$ cat config.mk
export PLATFORM = sky130hd
export DESIGN_NAME = ppi_div_step
export DESIGN_NICKNAME = d
export VERILOG_FILES = /design/src/sv/ppi_pkg.sv /design/src/sv/ppi_div_step.sv
export SDC_FILE = /design/constraint.sdc
export NUM_CORES = 1
export LEC_CHECK = 0
export BUFFER_PORTS_ARGS = -buffer_cell sky130_fd_sc_hd__buf_4
export CORE_AREA = 5 5 198 200
export DETAILED_ROUTE_END_ITERATION = 10
export DIE_AREA = 0 0 203 205
export GPL_TIMING_DRIVEN = 0
export PLACE_DENSITY = 0.59
export REMOVE_ABC_BUFFERS = 1
export SKIP_LAST_GASP = 1
export SLEW_MARGIN = 40
export SYNTH_ARGS = -nofsm -noshare
export SYNTH_HDL_FRONTEND = slang
export SYNTH_SLANG_ARGS = --single-unit
$ cat constraint.sdc
create_clock -name clk -period 3.87 [get_ports clk]
set_clock_uncertainty 0.05 [all_clocks]
set_input_delay 0.1935 -clock clk [delete_from_list [all_inputs] [get_ports clk]]
set_output_delay 0.1935 -clock clk [all_outputs]
set_load 0.005 [all_outputs]
$ cat src/sv/ppi_pkg.sv
// shared types and constants for the plane-plane intersection line unit
// no dependencies; used by every module of the block
package ppi_pkg;

  // fixed-point format of inputs and results
  localparam int FRAC_BITS = 16;
  localparam int DATA_W    = 32;
  // magnitude width of cross product and offset vector terms
  localparam int MAG_W     = 64;
  // width of squared and triple products
  localparam int PROD_W    = 2 * MAG_W;
  // quotient bits produced by the divider, one per stage
  localparam int QBITS     = DATA_W;
  // numerator alignment for the divider
  localparam int DIV_SH    = QBITS - FRAC_BITS;
  // threshold alignment against the squared cross length
  localparam int THR_SH    = 4 * FRAC_BITS - 32;
  localparam int CMP_W     = PROD_W + 32;
  // cycles from an accepted request to its result strobe
  localparam int PIPE_DEPTH = 7 + QBITS;

  // configuration port
  localparam int ADDR_W = 2;
  localparam logic [ADDR_W-1:0] ADDR_THRESHOLD = 2'd0;
  localparam logic [DATA_W-1:0] THRESHOLD_RESET = 32'd43;

  // one divider lane: partial remainder, quotient and pending numerator bits
  typedef struct packed {
    logic [PROD_W-1:0] rem;
    logic [QBITS-1:0]  quo;
    logic [QBITS-1:0]  nbits;
  } div_lane_t;

  // direction result, already rescaled and saturated
  typedef struct packed {
    logic [2:0][DATA_W-1:0] dir;
    logic                   dclip;
  } dir_res_t;

  // per-request control traveling beside the divider lanes
  typedef struct packed {
    logic              meets;
    logic [2:0]        ovf;
    logic [2:0]        wsgn;
    logic [PROD_W-1:0] det;
    dir_res_t          dres;
  } side_t;

endpackage

$ cat src/sv/ppi_div_step.sv
// one registered step of a restoring divider: one quotient bit per stage
// depends on ppi_pkg
module ppi_div_step (
  input  logic                       clk,
  input  logic [ppi_pkg::PROD_W-1:0] det,
  input  ppi_pkg::div_lane_t         lane_in,
  output ppi_pkg::div_lane_t         lane_out
);
  logic [ppi_pkg::PROD_W:0] trial;
  logic [ppi_pkg::PROD_W:0] diff;
  logic                     ge;

  // shift in the next numerator bit and try the subtract
  always_comb begin
    trial = {lane_in.rem, lane_in.nbits[ppi_pkg::QBITS-1]};
    diff  = trial - {1'b0, det};
    ge    = (trial >= {1'b0, det});
  end

  always_ff @(posedge clk) begin
    lane_out.rem   <= ge ? diff[ppi_pkg::PROD_W-1:0] : trial[ppi_pkg::PROD_W-1:0];
    lane_out.quo   <= {lane_in.quo[ppi_pkg::QBITS-2:0], ge};
    lane_out.nbits <= {lane_in.nbits[ppi_pkg::QBITS-2:0], 1'b0};
  end

endmodule

==> metrics.md <==
| Metric | Value |
|---|---|
| Run status | `finished, final reports clean` |
| Largest net degree at the start of global routing | `28` |
| Peak VDD IR | `approximately 0.00033 V` |
| Cell variety after synth | `71` |
| CP startpoint | `lane_in[66]` |
| Crit path to | `lane_out[64]` |
| Final setup viols | `0` |
| Most common flop cell mapped by yosys | `dfxtp_1` |
| Syn avg cell area | `around 7.3 sq um` |
| Static leakage | `between 0.009 and 0.01 uW` |
| Synth warn | `0` |
| Largest registers | `lane_out x191` |
| Critical Path AT | `roughly 4 ns` |
| Final #Nets | `2,984` |
| Area of the multi-input gates | `0.00910 sq mm` |
| Fin crit share | `0.969` |
| Seq. cell area | `0.00382 sq mm` |
| Gpl congestion | `0.894` |
| DRC errors left | `0` |
| Startpoint Class | `input port` |
| RSZ-0062 raised after global routing | `no` |
| Crit-path max FO | `19` |
| Vias per cell | `approximately 5.2` |
| Ratio of cells with drive above 1 in the final layout | `0.238` |
| WS Path Type | `in2reg` |
| Core Area | `~0.037 sq mm` |
| Number of flip-flops in the largest register | `approximately 190` |
| Via count of the first global-routing pass | `around 16,000` |
| Final instance area | `around 0.021 sq mm` |
| DP Wirelength | `45.0 mm` |
| Syn Std Cell Area | `0.0139 sq mm` |
| Port Buf Inserts | `510` |
| CTS max path bufs | `2` |
| Routed WL | `approximately 55 mm` |
| First-pass DRT Iterations | `5` |
| Most frequent cells in the layout | `buf_4, nand2_1, a21oi_1` |
| Fin crit period | `3.75 ns` |
| Clk sink count | `about 190` |
| Vias post-DR | `about 16,000` |
| Chip Height | `205 um` |
| Area growth syn-to-layout | `50.0%` |
| # H-tree levels | `4` |
| Commonest non-fill, non-tap cell in the layout | `buf_4` |
| Die Area | `0.0416 sq mm` |
| Flip-flop and latch count after synthesis | `191` |
| Antenna violations before repair | `7` |
| Power density over the cells | `344 mW/mm^2` |
| EDFF count, synth | `0` |
| Fin util | `0.559` |
| Worst Path Buf+Inv | `5` |
| GRT overflow | `0` |
| Hold crit path type | `in2reg` |
| TritonCTS clock tree | `built` |
| Slew headroom | `0.506` |
| CTS clk-pin slew, worst paths | `around 0.08 ns` |
| Initial DRC count | `1,008` |
| Total GRT Usage | `0.253` |
| Site row count | `71` |
| Fillcell total | `3,561` |
| Worst Tran Pin Value | `0.734 ns` |
| Fmax | `about 270 MHz` |
| CP top delay family | `compound AO/OA/AOI/OAI gates` |
| Top reg by flops | `lane_out` |
| Area after DPL | `0.0180 sq mm` |
| Slowest stage delay, CP | `0.55 ns` |
| CP required | `4.18 ns` |
| Die width | `between 200 and 250 um` |
| Critical path depth | `17` |
| Cells after synthesis | `1,896` |
| Critical-path cell list | `buf_4, ha_2, nand2_1, o21bai_1, a2111o_1, a311oi_4, nor3_4, o21a_2, o41ai_4, buf_4, a31o_4, a41oi_4, buf_12, buf_8, nand2_1, o21ai_1, dlygate4sd3_1` |
| Initial core utilization | `0.373` |
| CP max-delay cell | `dlygate4sd3_1` |
| Global-route wire length before repair | `84.9 mm` |
| Slew Limit Fails | `0` |
| Inserted Clock Buffers | `17` |
| Register area share after synthesis | `0.276` |
| Clock root buffer | `clkbuf_16` |
| Async S/R FF share, synth | `0` |
| Post-route ant nets | `0` |
| Routed WL per cell | `18.3 um` |
| Final Hold Fails | `0` |
| Max_cap viols | `0` |
| CP Capture Type | `flip-flop` |
| Ports | `about 510` |
## layer usage
| layer | track usage | vias to the layer above | wire [um] | part of all wire |
|---|---|---|---|---|
| li1 | - | 7889 | - | - |
| met1 | 0.318 | 7133 | 23600 | 0.43 |
| met2 | 0.437 | 558 | 26700 | 0.48 |
| met3 | 0.0532 | 83 | 3600 | 0.065 |
| met4 | 0.0735 | 6 | 1370 | 0.025 |
| met5 | 0 | - | 34 | 0.00061 |
## through the flow
stage               hold WS [ns]  TNS [ns]  std cells  power (uW)  setup WS [ns]
global route              0.0564         0       3025        7590        0.00650
floorplan                  0.171   -243.55       1796        3830          -2.00
finish                    0.0474         0       3025        7160          0.122
CTS                       0.0219    -0.877       3018        7170         -0.191
detailed placement         0.249    -48.76       2793        5070         -0.850
global placement           0.248   -514.10       2780        5060          -4.74
## worst min-delay path by stage
stage,from,endpoint,slack (ns),cells after the start
floorplan,lane_in[9],lane_out[10],0.17,0
global placement,lane_in[39],lane_out[40],0.25,1
detailed placement,lane_in[11],lane_out[12],0.25,1
CTS,det[1],lane_out[65],0.02,3
global route,det[1],lane_out[65],0.06,3
finish,det[1],lane_out[65],0.05,3
## worst min-delay path: cells and delay by family
kind	cells	cell delay, ns
fa+ha+maj	1	0.16
buf+inv	1	0.10
compound gates	1	0.07
## kinds of logic (layout without fill, tap and decap cells)
logic type | count (synthesis) | in the layout | share of synthesized area
AND/OR/NAND/NOR | 539 | 539 | 0.176
XOR/XNOR | 122 | 122 | 0.0770
flip-flops | 191 | 191 | 0.276
adder cells (fa/ha/maj) | 129 | 129 | 0.117
other | 1 | 5 | 0.000270
multiplexers | 3 | 3 | 0.00244
AO/OA/AOI/OAI | 628 | 628 | 0.271
buffers and inverters | 283 | 934 | 0.0810
## synthesized netlist by cell type, drive strengths merged, types with 4 or more instances
master | count | area [sq um]
o211ai | 5 | 37.5
nand2 | 257 | 965
a21o | 32 | 240
clkbuf | 70 | 265
o21ai | 225 | 1130
a21boi | 8 | 60.1
o31ai | 15 | 113
a221o | 6 | 60.1
a211oi | 5 | 37.5
buf | 30 | 171
o221ai | 4 | 35.0
nor2b | 12 | 75.1
inv | 183 | 687
a31oi | 19 | 119
nand4 | 67 | 419
ha | 128 | 1600
o21bai | 50 | 375
or4 | 6 | 45.0
nor2 | 108 | 405
nand3 | 21 | 105
o21a | 23 | 174
a21oi | 201 | 1010
nor3 | 26 | 135
or2 | 7 | 43.8
dfxtp | 191 | 3820
and2 | 4 | 25.0
xnor2 | 76 | 666
nor4 | 5 | 31.3
nand2b | 7 | 43.8
o41ai | 5 | 70.1
xor2 | 46 | 403
or3 | 8 | 50.1
## cell type report
class / count / area share
Antenna cell: 4 / 0.000481
Clock buffer: 17 / 0.0204
Inverter: 183 / 0.0331
Sequential cell: 191 / 0.184
Clock inverter: 15 / 0.00938
Multi-Input combinational cell: 1422 / 0.438
Timing Repair Buffer: 719 / 0.287
Tap cell: 474 / 0.0285
## where the power goes
part / internal (uW) / switching [uW] / total, uW
Sequential: 2290 / 99.0 / 2390
Clock: 940 / 963 / 1900
Combinational: 1420 / 1450 / 2860
Total: 4650 / 2510 / 7160
## repair_timing
item                                    in CTS  in global routing
endpoints found under the setup margin      35                 41
pin swaps                                    2                  4
hold buffers                               191                  0
setup buffers                                2                  3
resized for setup                            9                 30
hold endpoints to repair                   190                  0
No activity file was read; power rests on OpenSTA's default activity.
